`src/sv/lbps_pkg.sv`:
```
// ----------------------------------------------------------------------------
// lbps_pkg
// Shared types, codes and phase tables for the LED blink pattern sequencer.
// ----------------------------------------------------------------------------
package lbps_pkg;

    // Field widths
    localparam int OPCODE_W   = 2;
    localparam int MODE_W     = 3;
    localparam int PATTERN_W  = 3;
    localparam int PHASE_W    = 3;
    localparam int PH_TIME_W  = 10;
    localparam int ALERT_W    = 12;
    localparam int PHASE_CNT_W = 4;

    // Configuration port
    localparam int APB_DATA_W = 32;
    localparam int APB_ADDR_W = 3;
    localparam int REG_IDX_W  = 1;
    localparam logic [REG_IDX_W-1:0] REG_ALERT_LEN = 1'b0;

    // Defaults
    localparam int MAX_PHASES_DEFAULT = 6;
    localparam logic [ALERT_W-1:0] ALERT_LEN_RESET = 12'd1500;

    // Pattern codes
    localparam logic [PATTERN_W-1:0] PAT_WAITING = 3'd0;
    localparam logic [PATTERN_W-1:0] PAT_IDLE_A   = 3'd1;
    localparam logic [PATTERN_W-1:0] PAT_IDLE_B   = 3'd2;
    localparam logic [PATTERN_W-1:0] PAT_ACTIVE_A = 3'd3;
    localparam logic [PATTERN_W-1:0] PAT_ACTIVE_B = 3'd4;
    localparam logic [PATTERN_W-1:0] PAT_ALERT   = 3'd5;

    // Reset phase: first waiting phase
    localparam logic [PH_TIME_W-1:0] RESET_PH_TIME = 10'd80;

    typedef enum logic [OPCODE_W-1:0] {
        OP_TICK     = 2'd0,
        OP_SET_MODE = 2'd1,
        OP_ALERT    = 2'd2,
        OP_UNUSED   = 2'd3
    } t_opcode;

    typedef struct packed {
        logic [OPCODE_W-1:0] opcode;
        logic [MODE_W-1:0]   mode;
    } t_in_item;

    typedef struct packed {
        logic                 led_on;
        logic [PATTERN_W-1:0] shown_pattern;
        logic [PHASE_W-1:0]   phase_number;
        logic                 alert_active;
    } t_out_item;

    typedef struct packed {
        logic                 lit;
        logic [PH_TIME_W-1:0] ms;
    } t_phase;

    // Number of phases in each pattern
    function automatic logic [PHASE_CNT_W-1:0] pat_count(input logic [PATTERN_W-1:0] pat);
        logic [PHASE_CNT_W-1:0] cnt;
        case (pat)
            PAT_WAITING:  cnt = 4'd2;
            PAT_IDLE_A:   cnt = 4'd4;
            PAT_IDLE_B:   cnt = 4'd6;
            PAT_ACTIVE_A: cnt = 4'd2;
            PAT_ACTIVE_B: cnt = 4'd4;
            PAT_ALERT:    cnt = 4'd6;
            default:      cnt = 4'd2;
        endcase
        return cnt;
    endfunction

    // Level and duration of one phase; unused slots are dark and zero long
    function automatic t_phase phase_entry(input logic [PATTERN_W-1:0] pat,
                                           input logic [PHASE_W-1:0]   idx);
        t_phase ph;
        ph = '{lit: 1'b0, ms: '0};
        case (pat)
            PAT_IDLE_A: begin
                case (idx)
                    3'd0:    ph = '{lit: 1'b1, ms: 10'd70};
                    3'd1:    ph = '{lit: 1'b0, ms: 10'd130};
                    3'd2:    ph = '{lit: 1'b1, ms: 10'd70};
                    3'd3:    ph = '{lit: 1'b0, ms: 10'd730};
                    default: ph = '{lit: 1'b0, ms: '0};
                endcase
            end
            PAT_IDLE_B: begin
                case (idx)
                    3'd0, 3'd2, 3'd4: ph = '{lit: 1'b1, ms: 10'd70};
                    3'd1, 3'd3:       ph = '{lit: 1'b0, ms: 10'd100};
                    3'd5:             ph = '{lit: 1'b0, ms: 10'd590};
                    default:          ph = '{lit: 1'b0, ms: '0};
                endcase
            end
            PAT_ACTIVE_A: begin
                case (idx)
                    3'd0:    ph = '{lit: 1'b1, ms: 10'd900};
                    3'd1:    ph = '{lit: 1'b0, ms: 10'd100};
                    default: ph = '{lit: 1'b0, ms: '0};
                endcase
            end
            PAT_ACTIVE_B: begin
                case (idx)
                    3'd0, 3'd2: ph = '{lit: 1'b1, ms: 10'd360};
                    3'd1:       ph = '{lit: 1'b0, ms: 10'd70};
                    3'd3:       ph = '{lit: 1'b0, ms: 10'd210};
                    default:    ph = '{lit: 1'b0, ms: '0};
                endcase
            end
            PAT_ALERT: begin
                case (idx)
                    3'd0, 3'd2, 3'd4: ph = '{lit: 1'b1, ms: 10'd50};
                    3'd1, 3'd3:       ph = '{lit: 1'b0, ms: 10'd50};
                    3'd5:             ph = '{lit: 1'b0, ms: 10'd250};
                    default:          ph = '{lit: 1'b0, ms: '0};
                endcase
            end
            default: begin
                // waiting pattern, also used for codes without a pattern
                case (idx)
                    3'd0:    ph = '{lit: 1'b1, ms: 10'd80};
                    3'd1:    ph = '{lit: 1'b0, ms: 10'd920};
                    default: ph = '{lit: 1'b0, ms: '0};
                endcase
            end
        endcase
        return ph;
    endfunction

    // Undefined modes play the waiting pattern
    function automatic logic [PATTERN_W-1:0] base_pattern(input logic [MODE_W-1:0] mode);
        return (mode <= PAT_ACTIVE_B) ? mode : PAT_WAITING;
    endfunction

endpackage

```
`src/sv/lbps_cfg.sv`:
```
// ----------------------------------------------------------------------------
// lbps_cfg
// APB register file holding the alert length.
// ----------------------------------------------------------------------------
module lbps_cfg (
    input  logic                                i_clk,
    input  logic                                i_rst_n,
    input  logic                                psel,
    input  logic                                penable,
    input  logic                                pwrite,
    input  logic [lbps_pkg::APB_ADDR_W-1:0]     paddr,
    input  logic [lbps_pkg::APB_DATA_W-1:0]     pwdata,
    output logic [lbps_pkg::APB_DATA_W-1:0]     prdata,
    output logic                                pready,
    output logic [lbps_pkg::ALERT_W-1:0]        o_alert_len
);

    logic [lbps_pkg::ALERT_W-1:0]   r_alert_len;
    logic [lbps_pkg::ALERT_W-1:0]   n_alert_len;
    logic [lbps_pkg::REG_IDX_W-1:0] reg_idx;
    logic                           wr_en;

    assign reg_idx = paddr[lbps_pkg::APB_ADDR_W-1:2];
    assign wr_en   = psel && penable && pwrite && pready;
    assign pready  = 1'b1;

    // Decode the write request
    always_comb begin
        n_alert_len = r_alert_len;
        if (wr_en && (reg_idx == lbps_pkg::REG_ALERT_LEN)) begin
            n_alert_len = pwdata[lbps_pkg::ALERT_W-1:0];
        end
    end

    always_ff @(posedge i_clk) begin
        if (!i_rst_n) begin
            r_alert_len <= lbps_pkg::ALERT_LEN_RESET;
        end else begin
            r_alert_len <= n_alert_len;
        end
    end

    // Read back
    always_comb begin
        prdata = '0;
        if (reg_idx == lbps_pkg::REG_ALERT_LEN) begin
            prdata = {{(lbps_pkg::APB_DATA_W-lbps_pkg::ALERT_W){1'b0}}, r_alert_len};
        end
    end

    assign o_alert_len = r_alert_len;

endmodule

```
`src/sv/lbps_core.sv`:
```
// ----------------------------------------------------------------------------
// lbps_core
// Sequencer state and single-pass next-state logic for one request.
// ----------------------------------------------------------------------------
module lbps_core #(
    parameter int MAX_PHASES = lbps_pkg::MAX_PHASES_DEFAULT
) (
    input  logic                          i_clk,
    input  logic                          i_rst_n,
    input  logic                          i_step,
    input  lbps_pkg::t_in_item            i_item,
    input  logic [lbps_pkg::ALERT_W-1:0]  i_alert_len,
    output lbps_pkg::t_out_item           o_result
);

    localparam int LEN_CAP_I = (MAX_PHASES > 8) ? 8 : ((MAX_PHASES < 1) ? 1 : MAX_PHASES);
    localparam logic [lbps_pkg::PHASE_CNT_W-1:0] LEN_CAP = LEN_CAP_I[lbps_pkg::PHASE_CNT_W-1:0];

    logic [lbps_pkg::MODE_W-1:0]    r_base_mode,  n_base_mode;
    logic [lbps_pkg::PATTERN_W-1:0] r_pattern,    n_pattern;
    logic [lbps_pkg::PHASE_W-1:0]   r_phase,      n_phase;
    logic [lbps_pkg::PH_TIME_W-1:0] r_ph_time,    n_ph_time;
    logic [lbps_pkg::ALERT_W-1:0]   r_alert_time, n_alert_time;
    logic                           r_led,        n_led;

    logic [lbps_pkg::ALERT_W-1:0]     alert_dec;
    logic [lbps_pkg::PATTERN_W-1:0]   wanted;
    logic [lbps_pkg::PH_TIME_W-1:0]   ph_time_dec;
    logic [lbps_pkg::PHASE_CNT_W-1:0] pat_len;
    logic [lbps_pkg::PHASE_CNT_W-1:0] next_cnt;
    logic [lbps_pkg::PHASE_W-1:0]     next_phase;
    lbps_pkg::t_phase                 step_ph;
    lbps_pkg::t_phase                 start_ph;
    lbps_pkg::t_phase                 mode_ph;
    lbps_pkg::t_phase                 alert_ph;
    logic [lbps_pkg::PATTERN_W-1:0]   mode_pat;

    // Timer countdowns and the pattern a tick wants
    assign alert_dec   = (r_alert_time != '0) ? r_alert_time - 1'b1 : '0;
    assign wanted      = (alert_dec != '0) ? lbps_pkg::PAT_ALERT
                                           : lbps_pkg::base_pattern(r_base_mode);
    assign ph_time_dec = (r_ph_time != '0) ? r_ph_time - 1'b1 : '0;

    // Wrap the phase at the end of the (capped) pattern
    assign pat_len    = (lbps_pkg::pat_count(r_pattern) < LEN_CAP)
                        ? lbps_pkg::pat_count(r_pattern) : LEN_CAP;
    assign next_cnt   = {1'b0, r_phase} + 1'b1;
    assign next_phase = (next_cnt >= pat_len) ? '0 : next_cnt[lbps_pkg::PHASE_W-1:0];

    // Table lookups
    assign step_ph  = lbps_pkg::phase_entry(r_pattern, next_phase);
    assign start_ph = lbps_pkg::phase_entry(wanted, '0);
    assign mode_pat = lbps_pkg::base_pattern(i_item.mode);
    assign mode_ph  = lbps_pkg::phase_entry(mode_pat, '0);
    assign alert_ph = lbps_pkg::phase_entry(lbps_pkg::PAT_ALERT, '0);

    // Apply one request
    always_comb begin
        n_base_mode  = r_base_mode;
        n_pattern    = r_pattern;
        n_phase      = r_phase;
        n_ph_time    = r_ph_time;
        n_alert_time = r_alert_time;
        n_led        = r_led;
        case (lbps_pkg::t_opcode'(i_item.opcode))
            lbps_pkg::OP_TICK: begin
                n_alert_time = alert_dec;
                if (wanted != r_pattern) begin
                    n_pattern = wanted;
                    n_phase   = '0;
                    n_led     = start_ph.lit;
                    n_ph_time = start_ph.ms;
                end else if (ph_time_dec == '0) begin
                    n_phase   = next_phase;
                    n_led     = step_ph.lit;
                    n_ph_time = step_ph.ms;
                end else begin
                    n_ph_time = ph_time_dec;
                end
            end
            lbps_pkg::OP_SET_MODE: begin
                n_base_mode = i_item.mode;
                if (r_alert_time == '0) begin
                    n_pattern = mode_pat;
                    n_phase   = '0;
                    n_led     = mode_ph.lit;
                    n_ph_time = mode_ph.ms;
                end
            end
            lbps_pkg::OP_ALERT: begin
                n_alert_time = i_alert_len;
                n_pattern    = lbps_pkg::PAT_ALERT;
                n_phase      = '0;
                n_led        = alert_ph.lit;
                n_ph_time    = alert_ph.ms;
            end
            default: begin
                // unused opcode: hold everything
            end
        endcase
    end

    // Hold state between requests
    always_ff @(posedge i_clk) begin
        if (!i_rst_n) begin
            r_base_mode  <= lbps_pkg::PAT_WAITING;
            r_pattern    <= lbps_pkg::PAT_WAITING;
            r_phase      <= '0;
            r_ph_time    <= lbps_pkg::RESET_PH_TIME;
            r_alert_time <= '0;
            r_led        <= 1'b1;
        end else if (i_step) begin
            r_base_mode  <= n_base_mode;
            r_pattern    <= n_pattern;
            r_phase      <= n_phase;
            r_ph_time    <= n_ph_time;
            r_alert_time <= n_alert_time;
            r_led        <= n_led;
        end
    end

    // Result reflects the state after the request
    assign o_result.led_on        = n_led;
    assign o_result.shown_pattern = n_pattern;
    assign o_result.phase_number  = n_phase;
    assign o_result.alert_active  = (n_alert_time != '0);

endmodule

```
`src/sv/led_blink_pattern_sequencer.sv`:
```
// ----------------------------------------------------------------------------
// led_blink_pattern_sequencer
// Plays fixed on/off phase tables on one status LED, with an overflow alert
// pattern that overrides the base mode for a programmable number of ticks.
// ----------------------------------------------------------------------------
//  channel  | direction | handshake                       | payload
//  ---------+-----------+---------------------------------+-----------------
//  in       | input     | i_in_valid / o_in_stall         | i_in_item  (t_in_item)
//  out      | output    | o_out_valid / i_out_stall       | o_out_item (t_out_item)
//  cfg      | input     | psel, penable, pwrite / pready  | paddr, pwdata, prdata
//
// One request per cycle sustained while the output is not stalled; each result
// passes through the input register, then the result register.
// The state update is a single pass through table lookups and two countdowns.
// Synchronous active-low reset returns the waiting pattern, first phase lit,
// alert length 1500. A stalled output holds the result register and the
// input register; the input stalls only when both are full and the output
// is stalled.
// ----------------------------------------------------------------------------
module led_blink_pattern_sequencer #(
    parameter int MAX_PHASES = lbps_pkg::MAX_PHASES_DEFAULT
) (
    input  logic                             i_clk,
    input  logic                             i_rst_n,
    input  logic                             i_in_valid,
    input  lbps_pkg::t_in_item               i_in_item,
    output logic                             o_in_stall,
    output logic                             o_out_valid,
    output lbps_pkg::t_out_item              o_out_item,
    input  logic                             i_out_stall,
    input  logic                             psel,
    input  logic                             penable,
    input  logic                             pwrite,
    input  logic [lbps_pkg::APB_ADDR_W-1:0]  paddr,
    input  logic [lbps_pkg::APB_DATA_W-1:0]  pwdata,
    output logic [lbps_pkg::APB_DATA_W-1:0]  prdata,
    output logic                             pready
);

    logic                         r_in_valid;
    lbps_pkg::t_in_item           r_in_item;
    logic                         r_out_valid;
    lbps_pkg::t_out_item          r_out_item;
    logic                         out_free;
    logic                         in_take;
    logic                         step;
    logic [lbps_pkg::ALERT_W-1:0] alert_len;
    lbps_pkg::t_out_item          result;

    lbps_cfg u_cfg (
        .i_clk       (i_clk),
        .i_rst_n     (i_rst_n),
        .psel        (psel),
        .penable     (penable),
        .pwrite      (pwrite),
        .paddr       (paddr),
        .pwdata      (pwdata),
        .prdata      (prdata),
        .pready      (pready),
        .o_alert_len (alert_len)
    );

    lbps_core #(
        .MAX_PHASES (MAX_PHASES)
    ) u_core (
        .i_clk       (i_clk),
        .i_rst_n     (i_rst_n),
        .i_step      (step),
        .i_item      (r_in_item),
        .i_alert_len (alert_len),
        .o_result    (result)
    );

    // Handshake control
    assign out_free   = !r_out_valid || !i_out_stall;
    assign step       = r_in_valid && out_free;
    assign o_in_stall = r_in_valid && !out_free;
    assign in_take    = i_in_valid && !o_in_stall;

    // Input register: load a new request, drop it once processed
    always_ff @(posedge i_clk) begin
        if (!i_rst_n) begin
            r_in_valid <= 1'b0;
        end else if (in_take) begin
            r_in_valid <= 1'b1;
        end else if (out_free) begin
            r_in_valid <= 1'b0;
        end
    end

    always_ff @(posedge i_clk) begin
        if (in_take) begin
            r_in_item <= i_in_item;
        end
    end

    // Result register: advance whenever the output side is free
    always_ff @(posedge i_clk) begin
        if (!i_rst_n) begin
            r_out_valid <= 1'b0;
        end else if (out_free) begin
            r_out_valid <= r_in_valid;
        end
    end

    always_ff @(posedge i_clk) begin
        if (step) begin
            r_out_item <= result;
        end
    end

    assign o_out_valid = r_out_valid;
    assign o_out_item  = r_out_item;

endmodule

```
`config.mk`:
```
export PLATFORM = sky130hd
export DESIGN_NAME = led_blink_pattern_sequencer
export DESIGN_NICKNAME = d
export VERILOG_FILES = /design/src/sv/lbps_pkg.sv /design/src/sv/lbps_cfg.sv /design/src/sv/lbps_core.sv /design/src/sv/led_blink_pattern_sequencer.sv
export SDC_FILE = /design/constraint.sdc
export NUM_CORES = 1
export LEC_CHECK = 0
export BUFFER_PORTS_ARGS = -buffer_cell sky130_fd_sc_hd__buf_2
export CAP_MARGIN = 30
export CORE_MARGIN = 3
export CORE_UTILIZATION = 61
export DETAILED_ROUTE_END_ITERATION = 6
export PLACE_DENSITY = 0.87
export SLEW_MARGIN = 10
export SYNTH_ARGS = -nofsm -noshare
export SYNTH_HDL_FRONTEND = slang
export SYNTH_SLANG_ARGS = --single-unit
```
`constraint.sdc`:
```
create_clock -name i_clk -period 8.4 [get_ports i_clk]
set_input_delay 0.84 -clock i_clk [delete_from_list [all_inputs] [get_ports i_clk]]
set_output_delay 0.84 -clock i_clk [all_outputs]
set_load 0.005 [all_outputs]
```
After elaboration in Yosys (flattened, before gate mapping)
Cells that the tools add are included.
{"block": "word_totals", "reg_bits": 59, "latch_bits": 0, "ram_bits": 0, "rom_bits": 0, "input_bits": 47, "out_inout_bits": 43, "elab_cells": 113, "n_memories": 0}
{"block": "classes", "addsub": 3, "n_mul": 0, "div": 0, "n_lt_le_gt_ge": 4, "eq_ne": 24, "n_shift": 0, "mux": 36, "bitwise": 1, "reduce_logical": 30}
{"op": "$pmux 11 s3", "n": 4}
{"op": "$pmux 10 s4", "n": 2}
{"op": "$pmux 11 s5", "n": 1}
{"op": "$pmux 11 s2", "n": 2}
{"op": "$mux 10", "n": 4}
{"op": "$reduce_bool 12->1", "n": 3}
{"op": "$mux 3", "n": 10}
{"op": "$pmux 10 s3", "n": 1}
{"op": "$eq 3x2->1 const B", "n": 8}
{"op": "$eq 3x3->1 const B", "n": 8}
{"op": "$mux 12", "n": 2}
{"op": "$pmux 12 s2", "n": 1}
{"op": "$pmux 3 s3", "n": 2}
{"op": "$eq 3x1->1 const B", "n": 4}
{"op": "$logic_not 12->1", "n": 1}
{"op": "$reduce_or 2->1", "n": 6}
{"op": "$sub 12x1->12 const B", "n": 1}
{"op": "$logic_not 10->1", "n": 1}
{"op": "$reduce_bool 10->1", "n": 1}
{"op": "$sub 10x1->10 const B", "n": 1}
{"op": "$le 3x3->1 const B", "n": 2}
{"op": "$logic_and 1x1->1", "n": 6}
{"op": "$pmux 3 s2", "n": 1}
{"op": "$mux 1", "n": 5}
{"op": "other kinds (18)", "n": 21}

Depth between registers and ports, before layout
Gate-level depths: netlist of the first run.
{"block": "depth", "ltp_word": 14, "depth_mapped": 13, "ltp_nobuf": 11}

By module
A second synthesis of the first run with hierarchy kept.
{"block": "unflattened", "cells_unflattened": 558, "hier_area_um2": 4511.8}
{"mod": "lbps_core", "n_inst": 1, "cells_each": 448, "area_each_um2": 3260.6, "seq_area_each_um2": 640.6}
{"mod": "lbps_cfg", "n_inst": 1, "cells_each": 89, "area_each_um2": 777.0, "seq_area_each_um2": 240.2}
{"mod": "led_blink_pattern_sequencer", "n_inst": 1, "cells_each": 21, "area_each_um2": 474.2, "seq_area_each_um2": 430.4}

Worst setup path before layout of the first run
No wires, ideal clock.
{"block": "synth_path", "path_type": "register -> register", "start": "reg u_core.r_pattern[1] (netlist bit)", "end": "reg r_out_item (netlist bit o_out_item[7]), data pin", "setup_ps": 262, "arrival_ps": 3039, "required_ps": 8138, "setup_slack_ps": 5099, "stages_incl_launch_ff": 14, "path_buffers": 3, "synth_period_minus_slack_ps": 3301, "cell_sequence": "dfxtp_1 clkbuf_1 clkbuf_1 clkbuf_1 o21ai_0 nand2_1 ha_1 a22o_1 a211o_1 o311ai_0 nand4b_1 mux2i_1 a21oi_1 or2_2"}
{"item": "from (decl)", "line": "lbps_core.sv:20", "text": "logic [lbps_pkg::PATTERN_W-1:0] r_pattern, n_pattern;"}
{"item": "from (signal assigned)", "line": "lbps_core.sv:107", "text": "r_pattern <= lbps_pkg::PAT_WAITING;"}
{"item": "from (signal assigned)", "line": "lbps_core.sv:114", "text": "r_pattern <= n_pattern;"}
{"item": "to (signal assigned)", "line": "led_blink_pattern_sequencer.sv:108", "text": "r_out_item <= result;"}
{"item": "to (decl)", "line": "led_blink_pattern_sequencer.sv:43", "text": "lbps_pkg::t_out_item r_out_item;"}

==> flow_metrics.py, run 1 <==
metrics = {
    "clock_tree": {
        "cts_root_buf": "clkbuf_8",
        "ctsHoldBuffers": 0,
        "ctsHtreeMaxLevel": 3,
        "post_cts.repair.setup_buffers": 0,
        "cts_resized": 0,
        "numCtsBuffers": 9,
        "clk-insertion-delay-late_ps": 350,
        "cts_tree": "done",
        "cts_max_path_buffers": 2,
        "clk_pin_slew_ps": 70,
        "cts.sinks": 59,
    },
    "sta": {
        "finalHoldViolations": 0,
        "min_period_ps": 3980,
        "setup_ws_ps": 4420,
        "setup_violations": 0,
        "drv_slew": 0,
        "tightest_slew_ps": 895,
        "fin_crit_sh_pct": 47.3,
        "fmax_mhz": 252,
        "slew_headroom_pct": 40.2,
        "rsz0062_at_grt": "false",
        "fin_skew_ps": 10.6,
        "finalSetupTns_ps": 0,
        "fin_hold_ws_ps": 489,
    },
    "global_route": {
        "grt_first_pass_wirelength_mm": 20.3,
        "grt_max_degree": 34,
        "grt_overflow": 0,
        "first_global_vias": 4220,
        "antenna_found_initial": 0,
        "grt.total_usage_pct": 28.7,
    },
    "power": {
        "switching_share_pct": 34.0,
        "p_leak_uw": 0.00192,
        "combPwrFrac_pct": 26.1,
        "pwr-share-clk_pct": 30.6,
        "p_seq_share_pct": 43.3,
        "p_int_uw": 505,
        "switching_power_uw": 261,
        "power_density_nw_per_um2": 156,
        "ir_worst_vdd_mv": 0.113,
    },
    "cells_and_area": {
        "mostFrequentLayoutCell": "nand2_1",
        "final_cell_mix": "72 x nand2_1, 47 x buf_2, 46 x nor2_1, 46 x dfxtp_1, 36 x o21ai_0",
        "diodes": 0,
        "regArea_um2": 1310,
        "final_util_pct": 66.6,
        "nets": 670,
        "drive_gt1_share_pct": 14.9,
        "fillCellCount": 640,
        "multi_input_area_um2": 2950,
        "areaGrowthSynthToFinish_pct": 4.03,
    },
    "die": {
        "die_height_um": 93.9,
        "num_rows": 31,
        "die_w_um": 93.9,
        "dieArea_um2": 8820,
        "core_area_um2": 7370,
        "initial_core_util_pct": 64.0,
        "io_pins": 90,
    },
    "placement": {
        "hpwl_mm": 8.84,
        "io_buffers": 46,
        "routabilityCongestion": 0.974,
        "dp_slack_ps": 4520,
    },
    "route": {
        "first_iter_violations": 651,
        "ant_nets": 0,
        "wl_per_cell_um": 17.4,
        "first_pass_iters": 5,
        "postRouteWirelength_mm": 12.5,
        "route.detailed.drc": 0,
        "via_per_inst": 6.62,
        "num_vias": 4748,
    },
    "flow_run": {
        "cap_violations": 0,
    },
    "logic_synthesis": {
        "synth_cell_types": 87,
        "yosysWarnings": 0,
        "synth_edf_count": 13,
        "syn_inst": 602,
        "ys_seq_elements": 59,
        "mappedNetlistArea_um2": 4720,
        "synthFlopType": "dfxtp_1",
        "synthArstFlopShare_pct": 0,
        "yosysSeqAreaShare_pct": 27.8,
        "synth_area_per_cell_um2": 7.83,
    },
    "critical_path": {
        "path_class": "reg2reg",
        "cp-end-kind": "flip-flop",
        "worstPathRequired_ps": 8480,
        "crit_fanout": 13,
        "regToRegSetupSlack_ps": 4420,
        "cp.arrival_ps": 4060,
        "crit_path_start_kind": "flip-flop",
    },
    "outcome": {
        "status": "finished, final reports clean",
    },
    "worst_hold_path": {
        "hp-class": "reg2reg",
    },
}
## power groups by stage
| stage | combinational (µW) | clock (µW) | sequential (µW) |
|---|---|---|---|
| 2_1_floorplan | 176 | 0 | 320 |
| 3_3_place_gp | 186 | 0 | 335 |
| 3_5_place_dp | 190 | 0 | 336 |
| 4_1_cts | 192 | 235 | 330 |
| 5_1_grt | 219 | 248 | 334 |
| 6_report | 200 | 234 | 331 |
## worst paths after layout
kind              depth (start not counted)                         startpoint                           endpoint
hold / removal                            2  u_cfg.o_alert_len[8]$_SDFFE_PN1P_  u_cfg.o_alert_len[8]$_SDFFE_PN1P_
hold reg to reg                           2  u_cfg.o_alert_len[8]$_SDFFE_PN1P_  u_cfg.o_alert_len[8]$_SDFFE_PN1P_
setup reg to reg                         11     u_core.r_phase[0]$_SDFFE_PN0P_            o_out_item[7]$_DFFE_PP_
setup / recovery                         11     u_core.r_phase[0]$_SDFFE_PN0P_            o_out_item[7]$_DFFE_PP_
## layer usage
| layer | routed length, µm | vias to the layer above | global-route usage (%) |
|---|---|---|---|
| met5 | 0 | - | 0 |
| met4 | 365 | 0 | 10.7 |
| met3 | 1260 | 40 | 4.33 |
| met2 | 5770 | 318 | 45.1 |
| met1 | 5100 | 2179 | 39.7 |
| li1 | - | 2211 | - |
## cell usage after synthesis (5+ instances only)
| cell | instances | area, µm² |
|---|---|---|
| edfxtp_1 | 13 | 390 |
| xor2_1 | 8 | 70.1 |
| mux2_2 | 5 | 56.3 |
| buf_6 | 5 | 56.3 |
| o31ai_1 | 5 | 37.5 |
| buf_4 | 22 | 165 |
| nand2_1 | 72 | 270 |
| a211oi_1 | 15 | 113 |
| ha_1 | 9 | 113 |
| a22o_1 | 5 | 43.8 |
| nand3_1 | 22 | 110 |
| nand4_1 | 8 | 50.1 |
| o21ai_0 | 36 | 180 |
| nor3_1 | 23 | 115 |
| nor2b_1 | 17 | 106 |
| nor2_1 | 46 | 173 |
| clkbuf_1 | 28 | 105 |
| nor4_1 | 10 | 62.6 |
| a31oi_1 | 14 | 87.6 |
| inv_1 | 21 | 78.8 |
| dfxtp_1 | 46 | 921 |
| or3_1 | 5 | 31.3 |
| a21oi_1 | 33 | 165 |
| nand2b_1 | 9 | 56.3 |
| clkbuf_8 | 7 | 96.3 |
## cell families after synthesis
kind of cell / after synthesis / share of synthesized area, %
flip-flops: 59 / 27.8
other: 2 / 0.159
XOR/XNOR: 13 / 2.57
AND/OR/NAND/NOR: 247 / 27.4
adder cells (fa/ha/maj): 9 / 2.39
multiplexers: 9 / 2.12
AO/OA/AOI/OAI: 175 / 26.4
buffers and inverters: 88 / 11.1
## cell type report
| cell class | instances | share of cell area, % |
|---|---|---|
| repair buffers | 49 | 5.51 |
| flip-flops and latches | 59 | 26.7 |
| well taps | 99 | 2.52 |
| multi-input cells | 474 | 60.1 |
| clock buffers | 12 | 3.19 |
| inverters | 21 | 1.61 |
| clock inverters | 3 | 0.306 |
## per-stage QoR
| stage | std cells | power, µW | cell area (µm²) |
|---|---|---|---|
| floorplan | 621 | 496 | 4790 |
| global placement | 700 | 520 | 4700 |
| detailed placement | 700 | 526 | 4700 |
| CTS | 715 | 758 | 4870 |
| global route | 717 | 801 | 4910 |
| finish | 717 | 766 | 4910 |
## registers in the layout, summed over array words and instances, names as in the netlist
name                 flops
u_cfg.o_alert_len       12
u_core.r_alert_time     12
u_core.r_ph_time        10
o_out_item               8
r_in_item                5
u_core.r_base_mode       3
u_core.r_pattern         3
u_core.r_phase           3
o_out_valid              1
r_in_valid               1
u_core.r_led             1
## worst max-delay path, cell delays in order (launching register included)
cell      delay (ps)
dfxtp_1          450
ha_1             300
xnor2_2          380
inv_1            310
ha_1             400
a22o_1           250
a211o_1          420
o311ai_0         400
nand4b_1         200
mux2i_1          180
a21oi_1          110
or2_2            320
Power figures use the tool's default switching activity.
==> inputs of run 2 (changes only) <==
--- a/config.mk
+++ b/config.mk
@@ -8,9 +8,9 @@
 export BUFFER_PORTS_ARGS = -buffer_cell sky130_fd_sc_hd__buf_2
 export CAP_MARGIN = 30
 export CORE_MARGIN = 3
-export CORE_UTILIZATION = 61
+export CORE_UTILIZATION = 51
 export DETAILED_ROUTE_END_ITERATION = 6
-export PLACE_DENSITY = 0.87
+export PLACE_DENSITY = 0.77
 export SLEW_MARGIN = 10
 export SYNTH_ARGS = -nofsm -noshare
 export SYNTH_HDL_FRONTEND = slang
==> constraint.sdc (replaced) <==
create_clock -name i_clk -period 3.65 [get_ports i_clk]
set_input_delay 0.365 -clock i_clk [delete_from_list [all_inputs] [get_ports i_clk]]
set_output_delay 0.365 -clock i_clk [all_outputs]
set_load 0.005 [all_outputs]
==> run 2 against run 1 <==
  * Maximum frequency up 23%
  * Core utilization down 9.4 points
  * Combinational power up 140%
  * Highest routed layer unchanged
==> flow_metrics.py, run 2 (synthesis gave the netlist of run 1 again) <==
metrics = {
    "outcome": {
        "status": "finished, final reports clean",
    },
    "clock_tree": {
        "cts_root_buf": "clkbuf_8",
        "cts_resized": 0,
        "post_cts.repair.setup_buffers": 0,
        "cts_tree": "done",
        "clk_pin_slew_ps": 80,
        "clk-insertion-delay-late_ps": 350,
        "cts_max_path_buffers": 2,
        "cts.sinks": 59,
        "ctsHoldBuffers": 0,
        "ctsHtreeMaxLevel": 3,
        "numCtsBuffers": 9,
    },
    "critical_path": {
        "r2r-end": "o_out_item[7]$_DFFE_PP_",
        "crit_path_start": "u_core.r_pattern[1]$_SDFFE_PN0P_",
        "r2r_start": "u_core.r_pattern[1]$_SDFFE_PN0P_",
        "crit_fanout": 18,
        "cp-end-kind": "flip-flop",
        "reg2reg_depth": 10,
        "regToRegSetupSlack_ps": 410,
        "path_class": "reg2reg",
        "worstPathRequired_ps": 3760,
        "crit_path_start_kind": "flip-flop",
        "cp.arrival_ps": 3350,
    },
    "global_route": {
        "first_global_vias": 4176,
        "grt_max_degree": 34,
        "grt_overflow": 0,
        "grt_first_pass_wirelength_mm": 20.7,
        "antenna_found_initial": 0,
        "grt.total_usage_pct": 24.9,
    },
    "die": {
        "core_area_um2": 8850,
        "io_pins": 90,
        "dieArea_um2": 10400,
        "die_w_um": 102,
        "die_height_um": 102,
        "num_rows": 34,
        "initial_core_util_pct": 53.3,
    },
    "power": {
        "p_leak_uw": 0.00201,
        "power_density_nw_per_um2": 365,
        "ir_worst_vdd_mv": 0.209,
    },
    "placement": {
        "io_buffers": 46,
        "dp_slack_ps": 452,
        "routabilityCongestion": 0.926,
        "hpwl_mm": 9.59,
    },
    "sta": {
        "finalHoldViolations": 0,
        "setup_ws_ps": 406,
        "drv_slew": 0,
        "rsz0062_at_grt": "false",
        "tightest_slew_ps": 589,
        "min_period_ps": 3240,
        "fin_skew_ps": 10.6,
        "slew_headroom_pct": 60.4,
        "fin_crit_sh_pct": 88.9,
        "finalSetupTns_ps": 0,
        "fmax_mhz": 308,
        "setup_violations": 0,
    },
    "worst_hold_path": {
        "whs_path_depth": 1,
        "hp-class": "in2reg",
        "holdPathEnd": "r_in_item[4]$_DFFE_PP_",
        "hp-start": "i_in_item[4]",
    },
    "cells_and_area": {
        "drive_gt1_share_pct": 17.3,
        "nets": 686,
        "diodes": 0,
        "mostFrequentLayoutCell": "nand2_1",
        "final_cell_mix": "72 x nand2_1, 46 x nor2_1, 46 x buf_2, 46 x dfxtp_1, 36 x o21ai_0",
        "fillCellCount": 836,
        "areaGrowthSynthToFinish_pct": 7.32,
    },
    "route": {
        "ant_nets": 0,
        "postRouteWirelength_mm": 13.1,
        "via_per_inst": 6.42,
        "first_iter_violations": 468,
        "num_vias": 4772,
        "first_pass_iters": 7,
        "route.detailed.drc": 0,
        "wl_per_cell_um": 17.6,
    },
    "flow_run": {
        "cap_violations": 0,
    },
}
==> run 2: power by group <==
group          leakage [µW]  internal, µW  switching [µW]
combinational       0.00141           195             293
clock              0.000103           331             274
sequential         0.000498           701            53.8
total               0.00201          1230             621
==> run 2: worst max-delay path, stage by stage, from the launching register on <==
cell and delay (ps):
dfxtp_1 490, or3_1 460, nand2_1 80, ha_1 260, a22o_1 260, a211o_1 370, o311ai_0 360, nand4b_1 180
mux2i_1 160, a21oi_1 100, or2_2 280
==> run 2: through the flow <==
stage                     util (%)  std cells  hold slack (ps)  cell area (µm²)  total power (µW)
after floorplan                  -        621              444             4790              1140
after global placement        54.7        726              468             4840              1230
after detailed placement      54.7        726              479             4840              1240
after CTS                     56.9        742              180             5030              1840
after global routing          57.2        743              189             5060              1930
final                         57.2        743              189             5060              1850
==> run 2: layer usage <==
metal  vias to the layer above  GRT usage (%)  share of wire, %
li1                       2246              -                 -
met5                         -              0                 0
met3                        27           4.57               9.8
met4                         0           8.78               2.0
met2                       283           38.4                45
met1                      2216           35.0                43
==> run 2: worst max path at each step <==
stage | endpoint | slack [ps] | cells after the start
final | o_out_item[7]$_DFFE_PP_ | 410 | 10
after detailed placement | o_out_item[7]$_DFFE_PP_ | 450 | 10
after floorplan | o_out_item[7]$_DFFE_PP_ | 350 | 13
after global routing | o_out_item[7]$_DFFE_PP_ | 270 | 10
after global placement | u_core.r_ph_time[6]$_SDFFE_PN1P_ | 540 | 10
after CTS | o_out_item[7]$_DFFE_PP_ | 450 | 10
==> run 2: final cells by class <==
class                           instances  area (µm²)  area share [%]
Inverter                               21        78.8            1.56
Clock buffer                           11         141            2.79
Timing Repair Buffer                   65         393            7.76
Clock inverter                          5        51.3            1.01
Tap cell                              108         135            2.67
Sequential cell                        59        1310            25.9
Multi-Input combinational cell        474        2950            58.3
